$ cat config.mk
export PLATFORM = sky130hd
export DESIGN_NAME = hrlc_queue
export DESIGN_NICKNAME = d
export VERILOG_FILES = /design/src/hw/rtl/hrlc_pkg.sv /design/src/hw/rtl/hrlc_queue.sv
export SDC_FILE = /design/constraint.sdc
export NUM_CORES = 1
export LEC_CHECK = 0
export BUFFER_PORTS_ARGS = -buffer_cell sky130_fd_sc_hd__buf_4
export CORE_MARGIN = 2
export CORE_UTILIZATION = 33
export CTS_CLUSTER_SIZE = 14
export DETAILED_ROUTE_END_ITERATION = 16
export PLACE_DENSITY = 0.59
export SETUP_SLACK_MARGIN = 0.4
export SYNTH_ARGS = -nofsm -noshare
export SYNTH_HDL_FRONTEND = slang
export SYNTH_SLANG_ARGS = --single-unit
$ cat constraint.sdc
create_clock -name clk -period 4.1 [get_ports clk]
set_clock_uncertainty 0.1 [all_clocks]
set_input_delay 0.41 -clock clk [delete_from_list [all_inputs] [get_ports clk]]
set_output_delay 0.41 -clock clk [all_outputs]
set_load 0.05 [all_outputs]
$ cat src/hw/rtl/hrlc_pkg.sv
// Shared types and constants for the hashed RGB LRU cache.
`default_nettype none
package hrlc_pkg;

  localparam int KEY_W = 48;
  localparam int HASH_W = 10;

  // Reciprocal constants for the hash dividers (underestimate by at most one)
  localparam logic [12:0] DIV3000_K = 13'd5592;
  localparam logic [14:0] DIV1000_K = 15'd16777;
  localparam logic [13:0] DIV7_K    = 14'd9362;
  localparam logic [15:0] DIV3_K    = 16'd21845;

  localparam logic [16:0] C3000 = 17'd3000;
  localparam logic [16:0] C1000 = 17'd1000;
  localparam logic [11:0] C7    = 12'd7;
  localparam logic [9:0]  C3    = 10'd3;
  localparam logic [9:0]  C11   = 10'd11;

  typedef enum logic [1:0] {
    CFG_BUCKET_COUNT = 2'd0,
    CFG_CACHE_WAYS   = 2'd1,
    CFG_CACHE_ENABLE = 2'd2
  } cfg_idx_t;

  typedef struct packed {
    logic [6:0] bucket_count;
    logic [3:0] cache_ways;
    logic       cache_enable;
  } cfg_t;

  typedef struct packed {
    logic [15:0] red;
    logic [15:0] green;
    logic [15:0] blue;
  } key_t;

  typedef struct packed {
    key_t       key;
    logic [6:0] bucket;
  } q_item_t;

  typedef struct packed {
    logic full;
    logic empty;
  } q_stat_t;

endpackage
`default_nettype wire

$ cat src/hw/rtl/hrlc_queue.sv
// Two-entry queue between the hash front end and the cache back end.
`default_nettype none
module hrlc_queue (
  input  wire logic              clk,
  input  wire logic              rst_n,
  input  wire logic              push,
  input  wire hrlc_pkg::q_item_t din,
  input  wire logic              pop,
  output hrlc_pkg::q_item_t      dout,
  output hrlc_pkg::q_stat_t      stat
);
  hrlc_pkg::q_item_t mem_r [2];
  logic       wp_r, rp_r;
  logic [1:0] cnt_r;

  always_ff @(posedge clk) begin
    if (!rst_n) begin
      wp_r  <= 1'b0;
      rp_r  <= 1'b0;
      cnt_r <= 2'd0;
    end else begin
      if (push) wp_r <= ~wp_r;
      if (pop)  rp_r <= ~rp_r;
      cnt_r <= cnt_r + (push ? 2'd1 : 2'd0) - (pop ? 2'd1 : 2'd0);
    end
  end

  always_ff @(posedge clk) begin
    if (push) begin
      mem_r[wp_r] <= din;
    end
  end

  assign dout       = mem_r[rp_r];
  assign stat.full  = (cnt_r == 2'd2);
  assign stat.empty = (cnt_r == 2'd0);
endmodule
`default_nettype wire

==> results.json <==
{
  "drv_slew": 0,
  "dr.pass1.iters": 4,
  "vias_per_cell": 4.23,
  "critPathArrivalTime_ns": 2.10,
  "combinationalPowerShare_pct": 16.4,
  "synth_cell_types": 14,
  "switchingPower_w": 0.000813,
  "finalCriticalPeriod_ns": 2.61,
  "postRouteAntennaNets": 0,
  "grt_pass1_vias": 2330,
  "swShare_pct": 25.4,
  "relSlewSlack_pct": 30.0,
  "clkPwrFrac_pct": 39.7,
  "total_power_w": 0.00321,
  "die_y_um": 120,
  "irDropWorstVdd_mv": 0.217,
  "worstReg2RegEnd": "mem_r[1][10]",
  "status": "finished clean",
  "cts_tree": "yes",
  "final_common_cell": "buf_4",
  "clkLatencyLatePin_ns": 0.40,
  "intPower_w": 0.00239,
  "syn_area_per_cell_sq_um": 23.2,
  "clk_pin_slew_worst_paths_ns": 0.05,
  "drive_gt1_share_pct": 59.1,
  "setup_violations": 0,
  "hold_path_depth": 1,
  "crit_required_ns": 3.59,
  "synth_nets": 253,
  "final.setup.tns_ns": 0,
  "core_area_sq_um": 13200,
  "hp-start": "din[5]",
  "synth_top_family_by_area": "multiplexers",
  "die-area_sq_um": 14400,
  "cts_htree_levels": 4,
  "drc": 0,
  "wirelength_mm": 7.60,
  "route.vias.total": 2163,
  "crit_fanout": 55,
  "max_clock_freq_ghz": 0.384,
  "synth-seq-cells": 115,
  "rows": 42,
  "rsz0062_at_grt": "false",
  "gp_congestion": 0.674,
  "r2r_start": "wp_r",
  "die_x_um": 120,
  "final.period_utilization_pct": 63.5,
  "worst_pin_slew_ns": 1.05,
  "clock-sinks": 115,
  "endpoint_kind": "output pin",
  "postCtsSetupBuffers": 0,
  "numCtsBuffers": 17,
  "drv_cap": 0,
  "seq_power_share_pct": 43.9,
  "power_density_nw_per_um2": 538,
  "nNetsFinal": 384,
  "grt_max_degree": 56,
  "critical-path-max-stage-delay_ns": 1.05,
  "crit_chain": "mux2_2, buf_4",
  "synth-simple-area-share_pct": 1.21,
  "wl_per_cell_um": 14.9,
  "drt_iter0_markers": 135,
  "synth_area_sq_um": 4450,
  "clockBufferDepth": 2,
  "grt_usage_pct": 11.2,
  "synth_xor_xnor_area_share_pct": 0.703,
  "rr_worst_depth": 2,
  "seq_area_frac_synth_pct": 76.5,
  "antenna_found_initial": 0,
  "synth_compound_area_share_pct": 0.169,
  "synth_fa_ha_area_share_pct": 0.563,
  "leakage_nw": 2.36,
  "critPathKind": "flip-flop to output pin",
  "min_to": "mem_r[0][5]",
  "cp-start-kind": "flip-flop",
  "grt_pass1_wl_mm": 11.6,
  "io_pins": 116,
  "slowest_stage": "dfxtp_4",
  "syn_to_final_growth_pct": 34.1,
  "finalHoldViolCount": 0,
  "port_buffers": 115,
  "yosysWarnings": 0,
  "clockRootBuffer": "clkbuf_16",
  "synth_mux_area_share_pct": 18.1,
  "hold_class": "primary input to flip-flop",
  "diodes": 0,
  "regToRegSetupSlack_ns": 2.04,
  "grt_overflow": 0,
  "hpwlAfterDp_mm": 4.76,
  "start_util_pct": 33.7,
  "final_cell_mix": "118 x buf_4, 110 x edfxtp_1, 50 x mux2_4",
  "post_cts_resize_count": 0,
  "cts_hold_buf": 0,
  "syn-instance-count": 192
}
## worst max path at each step
| stage | startpoint | end | slack [ns] | cells past startpoint |
|---|---|---|---|---|
| CTS | flip-flop | dout[2] | 1.44 | 2 |
| global route | flip-flop | dout[2] | 1.39 | 2 |
| detailed placement | push | mem_r[0][47] | 1.86 | 3 |
| finish | flip-flop | dout[2] | 1.49 | 2 |
| floorplan | push | mem_r[0][0] | 0.65 | 1 |
| global placement | push | mem_r[0][43] | 1.88 | 3 |
## critical path: cells and delay by family (launching register included)
family                 cells  cell delay [ns]
DFF                        1             1.05
muxes                      1             0.42
buffers and inverters      1             0.19
## sequential cells by signal, summed over array words and instances (netlist names), named ones only
name / count
cnt_r: 2
mem_r: 110
rp_r: 1
wp_r: 1
## area by class of cell
| class | instances | area [sq um] |
|---|---|---|
| inverters | 2 | 7.51 |
| repair buffers | 118 | 886 |
| clock buffers | 22 | 444 |
| fillers | 1172 | 7230 |
| multi-input cells | 69 | 933 |
| clock inverters | 9 | 65.1 |
| well taps | 176 | 220 |
| flip-flops and latches | 115 | 3410 |
## Yosys cell counts
| library cell | n | area (sq um) |
|---|---|---|
| xnor3_1 | 1 | 22.5 |
| o21a_1 | 1 | 7.51 |
| mux2_4 | 50 | 751 |
| nor2b_1 | 4 | 25.0 |
| xor2_1 | 1 | 8.76 |
| inv_1 | 2 | 7.51 |
| buf_12 | 5 | 100 |
| edfxtp_1 | 110 | 3300 |
| mux2_2 | 5 | 56.3 |
| ha_1 | 2 | 25.0 |
| buf_6 | 1 | 11.3 |
| dfxtp_1 | 5 | 100 |
| and2_1 | 4 | 25.0 |
| nor2_1 | 1 | 3.75 |
## metrics by stage
step,std cells,cell area [sq um],setup WS [ns],hold WS [ns],util [%]
5_1_grt,511,5960,1.39,0.0694,45.2
6_report,511,5960,1.49,0.0877,45.2
2_1_floorplan,192,4450,0.654,0.409,-
3_5_place_dp,480,5450,1.86,0.470,41.3
3_3_place_gp,480,5450,1.88,0.457,41.3
4_1_cts,511,5960,1.44,0.0641,45.2
## power groups by stage
| stage | logic (W) | clock network, W | registers (W) |
|---|---|---|---|
| after CTS | 0.000535 | 0.00130 | 0.00141 |
| after global routing | 0.000552 | 0.00135 | 0.00141 |
| after detailed placement | 0.000534 | 0 | 0.00143 |
| after global placement | 0.000530 | 0 | 0.00143 |
| after floorplan | 0.000414 | 0 | 0.00140 |
| final | 0.000527 | 0.00127 | 0.00141 |
## layer usage
metal	wire, um	track usage (%)	vias up
li1	-	-	1014
met1	3240	13.0	1052
met2	3630	17.2	81
met3	541	4.75	16
met4	189	6.84	0
met5	0	0	-
## cells by family (layout without fill, tap and decap cells)
logic type | Yosys count | in the layout
compound gates | 1 | 1
xor+xnor | 2 | 2
fa+ha+maj | 2 | 2
buf+inv | 8 | 151
flops | 115 | 115
mux | 55 | 55
simple gates | 9 | 9
No activity file was read; power rests on OpenSTA's default activity.
