## config.mk

```make
export PLATFORM = sky130hd
export DESIGN_NAME = hrlc_front
export DESIGN_NICKNAME = d
export VERILOG_FILES = /design/src/hw/rtl/hrlc_pkg.sv /design/src/hw/rtl/hrlc_front.sv
export SDC_FILE = /design/constraint.sdc
export NUM_CORES = 1
export LEC_CHECK = 0
export ABC_AREA = 1
export ABC_CLOCK_PERIOD_IN_PS = 11400
export BUFFER_PORTS_ARGS = -buffer_cell sky130_fd_sc_hd__buf_2
export CORE_MARGIN = 10
export CORE_UTILIZATION = 40
export CTS_CLUSTER_SIZE = 12
export DETAILED_ROUTE_END_ITERATION = 6
export SLEW_MARGIN = 20
export SYNTH_ARGS = -nofsm -noshare
export SYNTH_HDL_FRONTEND = slang
export SYNTH_SLANG_ARGS = --single-unit
```

## constraint.sdc

```tcl
create_clock -name clk -period 11.4 [get_ports clk]
set_clock_uncertainty 0.2 [all_clocks]
set_input_delay 0.57 -clock clk [delete_from_list [all_inputs] [get_ports clk]]
set_output_delay 0.57 -clock clk [all_outputs]
set_load 0.05 [all_outputs]
```

## src/hw/rtl/hrlc_pkg.sv

```systemverilog
// Shared types and constants for the hashed RGB LRU cache.
`default_nettype none
package hrlc_pkg;

  localparam int KEY_W = 48;
  localparam int HASH_W = 10;

  // Reciprocal constants for the hash dividers (underestimate by at most one)
  localparam logic [12:0] DIV3000_K = 13'd5592;
  localparam logic [14:0] DIV1000_K = 15'd16777;
  localparam logic [13:0] DIV7_K    = 14'd9362;
  localparam logic [15:0] DIV3_K    = 16'd21845;

  localparam logic [16:0] C3000 = 17'd3000;
  localparam logic [16:0] C1000 = 17'd1000;
  localparam logic [11:0] C7    = 12'd7;
  localparam logic [9:0]  C3    = 10'd3;
  localparam logic [9:0]  C11   = 10'd11;

  typedef enum logic [1:0] {
    CFG_BUCKET_COUNT = 2'd0,
    CFG_CACHE_WAYS   = 2'd1,
    CFG_CACHE_ENABLE = 2'd2
  } cfg_idx_t;

  typedef struct packed {
    logic [6:0] bucket_count;
    logic [3:0] cache_ways;
    logic       cache_enable;
  } cfg_t;

  typedef struct packed {
    logic [15:0] red;
    logic [15:0] green;
    logic [15:0] blue;
  } key_t;

  typedef struct packed {
    key_t       key;
    logic [6:0] bucket;
  } q_item_t;

  typedef struct packed {
    logic full;
    logic empty;
  } q_stat_t;

endpackage
`default_nettype wire

```

## src/hw/rtl/hrlc_front.sv

```systemverilog
// Front end: accepts keys, computes the bucket hash and its remainder, queues the lookup.
`default_nettype none
module hrlc_front (
  input  wire logic                 clk,
  input  wire logic                 rst_n,
  input  wire hrlc_pkg::cfg_t       cfg,
  input  wire logic                 in_valid,
  output logic                      in_ready,
  input  wire logic [15:0]          in_red,
  input  wire logic [15:0]          in_green,
  input  wire logic [15:0]          in_blue,
  input  wire hrlc_pkg::q_stat_t    q_stat,
  output logic                      q_push,
  output hrlc_pkg::q_item_t         q_din
);
  parameter int BUCKETS = 64;

  typedef enum logic [6:0] {
    F_IDLE = 7'b0000001,
    F_MUL1 = 7'b0000010,
    F_CORR = 7'b0000100,
    F_MUL2 = 7'b0001000,
    F_SUM  = 7'b0010000,
    F_DIV  = 7'b0100000,
    F_PUSH = 7'b1000000
  } fstate_t;

  fstate_t state_r, state_nxt;

  hrlc_pkg::key_t key_r;
  logic [4:0]  rq0_r, gq0_r, rq_r;
  logic [6:0]  bq0_r;
  logic [11:0] gm_r;
  logic [9:0]  bm_r;
  logic [8:0]  g7q0_r, b3q0_r;
  logic [hrlc_pkg::HASH_W-1:0] h_r;
  logic [6:0]  rem_r;
  logic [2:0]  cnt_r;

  logic [6:0]  n_eff;
  logic [28:0] r_prod, g_prod;
  logic [30:0] b_prod;
  logic [16:0] r_rem, g_rem, b_rem;
  logic [25:0] g7_prod, b3_prod;
  logic [11:0] g7_rem;
  logic [9:0]  b3_rem;
  logic [9:0]  g7q, b3q;
  logic [9:0]  h_sum;
  logic [6:0]  rem_step;
  logic [hrlc_pkg::HASH_W-1:0] h_step;
  logic [7:0]  t;

  always_comb begin
    if (cfg.bucket_count == 7'd0) begin
      n_eff = 7'd1;
    end else if (int'(cfg.bucket_count) > BUCKETS) begin
      n_eff = 7'(BUCKETS);
    end else begin
      n_eff = cfg.bucket_count;
    end
  end

  always_comb begin
    r_prod  = 29'(key_r.red) * 29'(hrlc_pkg::DIV3000_K);
    g_prod  = 29'(key_r.green) * 29'(hrlc_pkg::DIV3000_K);
    b_prod  = 31'(key_r.blue) * 31'(hrlc_pkg::DIV1000_K);
    r_rem   = 17'(key_r.red) - 17'(rq0_r) * hrlc_pkg::C3000;
    g_rem   = 17'(key_r.green) - 17'(gq0_r) * hrlc_pkg::C3000;
    b_rem   = 17'(key_r.blue) - 17'(bq0_r) * hrlc_pkg::C1000;
    g7_prod = 26'(gm_r) * 26'(hrlc_pkg::DIV7_K);
    b3_prod = 26'(bm_r) * 26'(hrlc_pkg::DIV3_K);
    g7_rem  = gm_r - 12'(g7q0_r) * hrlc_pkg::C7;
    b3_rem  = bm_r - 10'(b3q0_r) * hrlc_pkg::C3;
    g7q     = 10'(g7q0_r) + ((g7_rem >= hrlc_pkg::C7) ? 10'd1 : 10'd0);
    b3q     = 10'(b3q0_r) + ((b3_rem >= hrlc_pkg::C3) ? 10'd1 : 10'd0);
    h_sum   = 10'(rq_r) * hrlc_pkg::C11 + g7q + b3q;
  end

  // Restoring remainder, two bits a cycle
  always_comb begin
    rem_step = rem_r;
    h_step   = h_r;
    t        = '0;
    for (int i = 0; i < 2; i++) begin
      t = {rem_step, h_step[hrlc_pkg::HASH_W-1]};
      if (t >= {1'b0, n_eff}) begin
        t = t - {1'b0, n_eff};
      end
      rem_step = t[6:0];
      h_step   = {h_step[hrlc_pkg::HASH_W-2:0], 1'b0};
    end
  end

  always_comb begin
    state_nxt = state_r;
    case (state_r)
      F_IDLE: if (in_valid) state_nxt = F_MUL1;
      F_MUL1: state_nxt = F_CORR;
      F_CORR: state_nxt = F_MUL2;
      F_MUL2: state_nxt = F_SUM;
      F_SUM:  state_nxt = F_DIV;
      F_DIV:  if (cnt_r == 3'd4) state_nxt = F_PUSH;
      F_PUSH: if (!q_stat.full) state_nxt = F_IDLE;
      default: state_nxt = F_IDLE;
    endcase
  end

  always_ff @(posedge clk) begin
    if (!rst_n) begin
      state_r <= F_IDLE;
    end else begin
      state_r <= state_nxt;
    end
  end

  always_ff @(posedge clk) begin
    case (state_r)
      F_IDLE: begin
        key_r <= '{red: in_red, green: in_green, blue: in_blue};
      end
      F_MUL1: begin
        rq0_r <= r_prod[28:24];
        gq0_r <= g_prod[28:24];
        bq0_r <= b_prod[30:24];
      end
      F_CORR: begin
        rq_r <= rq0_r + ((r_rem >= hrlc_pkg::C3000) ? 5'd1 : 5'd0);
        gm_r <= (g_rem >= hrlc_pkg::C3000) ? 12'(g_rem - hrlc_pkg::C3000) : 12'(g_rem);
        bm_r <= (b_rem >= hrlc_pkg::C1000) ? 10'(b_rem - hrlc_pkg::C1000) : 10'(b_rem);
      end
      F_MUL2: begin
        g7q0_r <= g7_prod[24:16];
        b3q0_r <= b3_prod[24:16];
      end
      F_SUM: begin
        h_r   <= h_sum;
        rem_r <= '0;
        cnt_r <= '0;
      end
      F_DIV: begin
        h_r   <= h_step;
        rem_r <= rem_step;
        cnt_r <= cnt_r + 3'd1;
      end
      default: begin
      end
    endcase
  end

  assign in_ready     = (state_r == F_IDLE);
  assign q_push       = (state_r == F_PUSH) && !q_stat.full;
  assign q_din.key    = key_r;
  assign q_din.bucket = rem_r;
endmodule
`default_nettype wire

```

==> results of run 1 <==
[area by class of cell]
cell class,count,area share [%]
inverters,782,10.2
flip-flops and latches,137,14.0
well taps,864,3.75
multi-input cells,2257,68.0
repair buffers,118,2.07
clock inverters,14,0.447
clock buffers,18,1.52
[flip-flops by register name, summed over array words and instances, names as in the netlist]
register	count
cnt_r	3
q_din	48
state_r	7
gm_r	12
b3q0_r	9
g7q0_r	9
bq0_r	7
gq0_r	5
bm_r	10
rem_r	7
rq0_r	5
h_r	10
rq_r	5
[through the flow]
stage | cells | hold slack [ns]
6_report | 4190 | 0.0486
5_1_grt | 4190 | 0.0151
4_1_cts | 4190 | 0.00789
3_5_place_dp | 4158 | 0.309
3_3_place_gp | 4158 | 0.302
2_1_floorplan | 3187 | 0.282
[path summary, 6_finish.rpt]
| check | start | to | slack (ns) | cells after the start |
|---|---|---|---|---|
| worst max register to register | g7q0_r[1] | h_r[8] | 5.12 | 31 |
| worst min-delay path | in_blue[11] | q_din[18] | 0.05 | 1 |
| worst max-delay path | g7q0_r[1] | h_r[8] | 5.12 | 31 |
| worst min register to register | h_r[0] | h_r[2] | 0.32 | 2 |
[metal layers]
| metal | vias up | global-route usage [%] | routed length, µm |
|---|---|---|---|
| met5 | - | 0 | 0 |
| met4 | 0 | 3.30 | 702 |
| met3 | 37 | 2.25 | 1660 |
| met2 | 225 | 26.4 | 27000 |
| met1 | 9233 | 20.9 | 28100 |
| li1 | 10475 | - | - |
[cell usage in the layout (no fill, tap or decap), types with 5 or more instances in the layout]
master	instances
nor2_1	170
inv_1	779
buf_2	115
o31ai_1	8
o21a_1	8
a31oi_1	12
nand4_1	37
nand2_1	531
o21ai_0	92
clkinv_4	5
xnor2_1	36
o21bai_1	18
or2_2	8
ha_1	586
nor3_1	31
dfxtp_1	7
edfxtp_1	130
a21o_1	15
a21oi_1	176
xor2_1	81
nor4_1	10
o211ai_1	12
inv_6	5
nand3_1	115
clkbuf_16	17
nand3b_1	12
fa_1	266
[kinds of logic after synthesis]
kind of cell	Yosys count	share of synthesized area (%)
DFF	137	15.2
AOI/OAI and AO/OA	359	7.57
and+or+nand+nor	928	14.6
adders and majority gates	852	47.5
xor gates and xnor gates	118	3.91
buffers and inverters	793	11.3
==> metrics, run 1 <==
status finished, final reports clean; clock tree buffer depth 2; Starting Density 40.5%; IO Port Bufs 115; Worst EP arrival 6.30 ns; final setup TNS 0 ns; Synth area leaders ha_1, fa_1, edfxtp_1; Hold Crit Class in -> reg; worst-skew pair later-pin latency 0.49 ns; RSZ-0062 raised after global routing false; Tmin final 6.28 ns; CTS tree yes; total wire length after detailed routing 57400 µm; Crit. End Element flop; slowest stage delay, CP 0.55 ns; top_reg_cell synth edfxtp_1; most frequent cell after synthesis inv_1; Synth async-reset ratio 0%; synthesis warning total 0; initial antenna violation count 0; Layout Nets 4230; vias in the first global route 20395; die height 278 µm; Netlist Area Pre-Place 26700 µm²; post-CTS setup buffers 0; cell count after synthesis 3187; CTS resizes 0; Startpoint Class flop; ratio of cells with drive above 1 in the final layout 5.08%; htree depth 4; Fin. Hold Viols 0; first-pass GRT wire length 100000 µm; PnR worst setup slack 5.12 ns; Setup WS pre-CTS 5.11 ns; Initial DRC Count 806; DR pass1 iterations 6; sequential area share after synthesis 15.2%; Boundary Pins 122; largest net degree at the start of global routing 51; synth cell count leaders inv_1, ha_1, nand2_1, fa_1, a21oi_1; max-cap violations 0; Synth cell types 47; Critical Path RT 11.42 ns; Rel. slew slack 33.7%; Final Util 43.8%; critical path's slowest cell fa_1; vias per inst 4.77; area of the multi-input gates 19600 µm²; CP most frequent cell nand2_1; Reg area 4040 µm²; hpwl dp 48700 µm; Finish-stage setup viols 0; Max Freq 0.159 GHz; GRT Total Usage 15.6%; EDFF count, synth 130; Area Growth Syn to Fin 8.24%; Seq cells post-synth 137; number of CTS-inserted buffers 17; Slew @ Worst Pin 0.993 ns; Crit path max-delay family adder cells; crit path kind reg -> reg; CTS Sinks 137; Period Utilization, post-route 55.1%; core area 65900 µm²; Fillers 6695; Worst Path Buf+Inv 5; Post-Syn Nets 4104; Placement Cell Area 28300 µm²; post-route cell area 28900 µm²; ANT nets after route 0; # hold bufs at CTS 0; Site Rows 94; die width 278 µm; gp weighted congestion 0.874; Final Slew Violations 0; area share of the largest cell type after synthesis 27.5%; Crit Path Max Fanout 5; diode count 0; GRT Residual Overflow 0; clock slew at reported path FFs 0.07 ns; Die Area 77400 µm²; Post-route DRC 0; drt wl/cell 13.7 µm; via count 19970; syn avg cell area 8.36 µm²; CTS root buffer clkbuf_16; post-synth top area cell ha_1
Power of run 1 is left out: the tool's default activity adds up to more than one toggle a clock period on the data nets, which glitch-free logic cannot reach.
==> inputs of run 2 (changes only) <==
Settings changed: ABC_CLOCK_PERIOD_IN_PS 11400 to 5200.
Clock period 11.4 ns to 5.2 ns, I/O delays scaled along.
==> run 2 against run 1 <==
  * The flow now finishes with violations (negative setup slack)
  * Setup slack got worse by 5.5 ns
  * Routed wire length increased by 11%
  * Sequential share of layout area decreased by 1.4 points
  * Via count increased by 6.4%
  * Critical path depth unchanged
  * Global-route usage increased by 1.1 points
  * Sequential cell count unchanged
  * Non-clock buffer count increased by 263
  * Cell area increased by 11%
  * Critical path type unchanged
  * Highest routed layer unchanged
==> metrics, run 2 (synthesized netlist as in run 1, its figures left out) <==
Critical Path RT 5.24 ns (-6.18 ns); Worst EP arrival 5.62 ns (-0.68 ns); via count 21258 (+6.4%); slowest stage delay, CP 0.55 ns (about the same); vias in the first global route 21764 (+6.7%); drt wl/cell 14.3 µm (+4.2%); ratio of cells with drive above 1 in the final layout 16.0% (+11 points); Layout Nets 4495 (+6.3%); failing checks negative setup slack; IO Port Bufs 115 (unchanged); CTS root buffer clkbuf_16; max-cap violations 0 (unchanged); vias per inst 4.77 (+0.12%); Site Rows 94 (unchanged); Max Freq 0.179 GHz (+13%); Hold Crit Class in -> reg; GRT Residual Overflow 0 (unchanged); cell count after placement 4317 (+3.8%); clock tree buffer depth 2 (unchanged); Crit. End Element flop; Crit Path Max Fanout 4 (-1); ANT nets after route 0 (unchanged); hpwl dp 53600 µm (+10%); initial antenna violation count 0 (unchanged); GRT Total Usage 16.7% (+1.1 points); Fin. Hold Viols 0 (unchanged); Fillers 6419 (-4.1%); PnR worst setup slack -0.381 ns (-5.50 ns); worst-skew pair later-pin latency 0.49 ns (about the same); Startpoint Class flop; Tmin final 5.58 ns (-0.703 ns); Setup WS pre-CTS -0.447 ns (-5.56 ns); status finished with violations; Rel. slew slack 35.1% (+1.4 points); largest net degree at the start of global routing 39 (-24%); Period Utilization, post-route 107% (+52 points); core area 65900 µm² (unchanged); die height 278 µm (unchanged); number of CTS-inserted buffers 17 (unchanged); Slew @ Worst Pin 0.972 ns (-0.0210 ns); final setup TNS -2.25 ns (-2.25 ns); crit path kind reg -> reg; Final Util 48.6% (+4.7 points); Finish-stage setup viols 13 (+13); Die Area 77400 µm² (unchanged); Starting Density 40.5% (unchanged); Initial DRC Count 826 (+2.5%); RSZ-0062 raised after global routing true; CTS tree yes; critical path's slowest cell fa_1; area of the multi-input gates 20600 µm² (+5.0%); diode count 0 (unchanged); leading cell type in the layout, fill and taps excluded inv_1; most frequent cells in the layout inv_1, ha_1, nand2_1; Boundary Pins 122 (unchanged); CP most frequent cell inv_2; Final Slew Violations 0 (unchanged); DR pass1 iterations 5 (-1); max FFs per register 48 (unchanged); Reg area 4040 µm² (unchanged); htree depth 4 (unchanged); CTS Sinks 137 (unchanged); die width 278 µm (unchanged); first-pass GRT wire length 107000 µm (+7.1%); gp weighted congestion 0.858 (-1.9%); clock slew at reported path FFs 0.07 ns (about the same); R2R Setup Slk -0.38 ns (-5.50 ns); Non-Filler Instances 4455 (+6.3%); Area Growth Syn to Fin 20.0%; total wire length after detailed routing 63600 µm (+11%); Post-route DRC 0 (unchanged)
run 2: final cells by class:
class / instances / share of cell area (%)
clock inverters: 12 / 0.309
well taps: 864 / 3.38
multi-input cells: 2259 / 64.5
inverters: 782 / 9.19
repair buffers: 381 / 8.53
clock buffers: 20 / 1.49
flip-flops and latches: 137 / 12.6
run 2: worst paths after layout:
check                           startpoint          to  cells after the start
worst max-delay path             g7q0_r[2]      h_r[6]                     31
worst min-delay path              in_valid  state_r[6]                      6
worst max register to register   g7q0_r[2]      h_r[6]                     31
worst min register to register  state_r[2]  state_r[3]                      2
run 2: stage by stage:
step / hold WS (ns) / instance area (µm²)
finish: 0.223 / 32000
global route: 0.262 / 32000
CTS: 0.170 / 31200
detailed placement: 0.238 / 29600
global placement: 0.236 / 29600
floorplan: 0.144 / 26800
run 2: what timing repair did:
item | 4_1_cts | 5_1_grt
endpoints found under the setup margin | 26 | 31
buffers inserted | 30 | 25
hold buffers | 51 | 0
hold endpoints to repair | 55 | 0
pin swaps | 94 | 108
cloned | 0 | 2
resized for setup | 65 | 146
run 2: layer usage:
layer / vias up / GRT usage [%] / share of wire, %
met5: - / 0 / 0
met4: 0 / 3.59 / 1.3
met3: 40 / 2.19 / 2.4
met2: 222 / 28.7 / 48
met1: 9970 / 22.2 / 48
li1: 11026 / - / -
run 2: worst max-delay path, delay by kind of cell, from the launching register on:
family                   cells  cell delay, ns
flip-flops                   1            0.37
AO/OA/AOI/OAI                3            0.26
adder cells (fa/ha/maj)      8            2.81
AND/OR/NAND/NOR             11            1.02
buffers and inverters        9            0.68
Power of run 2 is left out for the same reason.
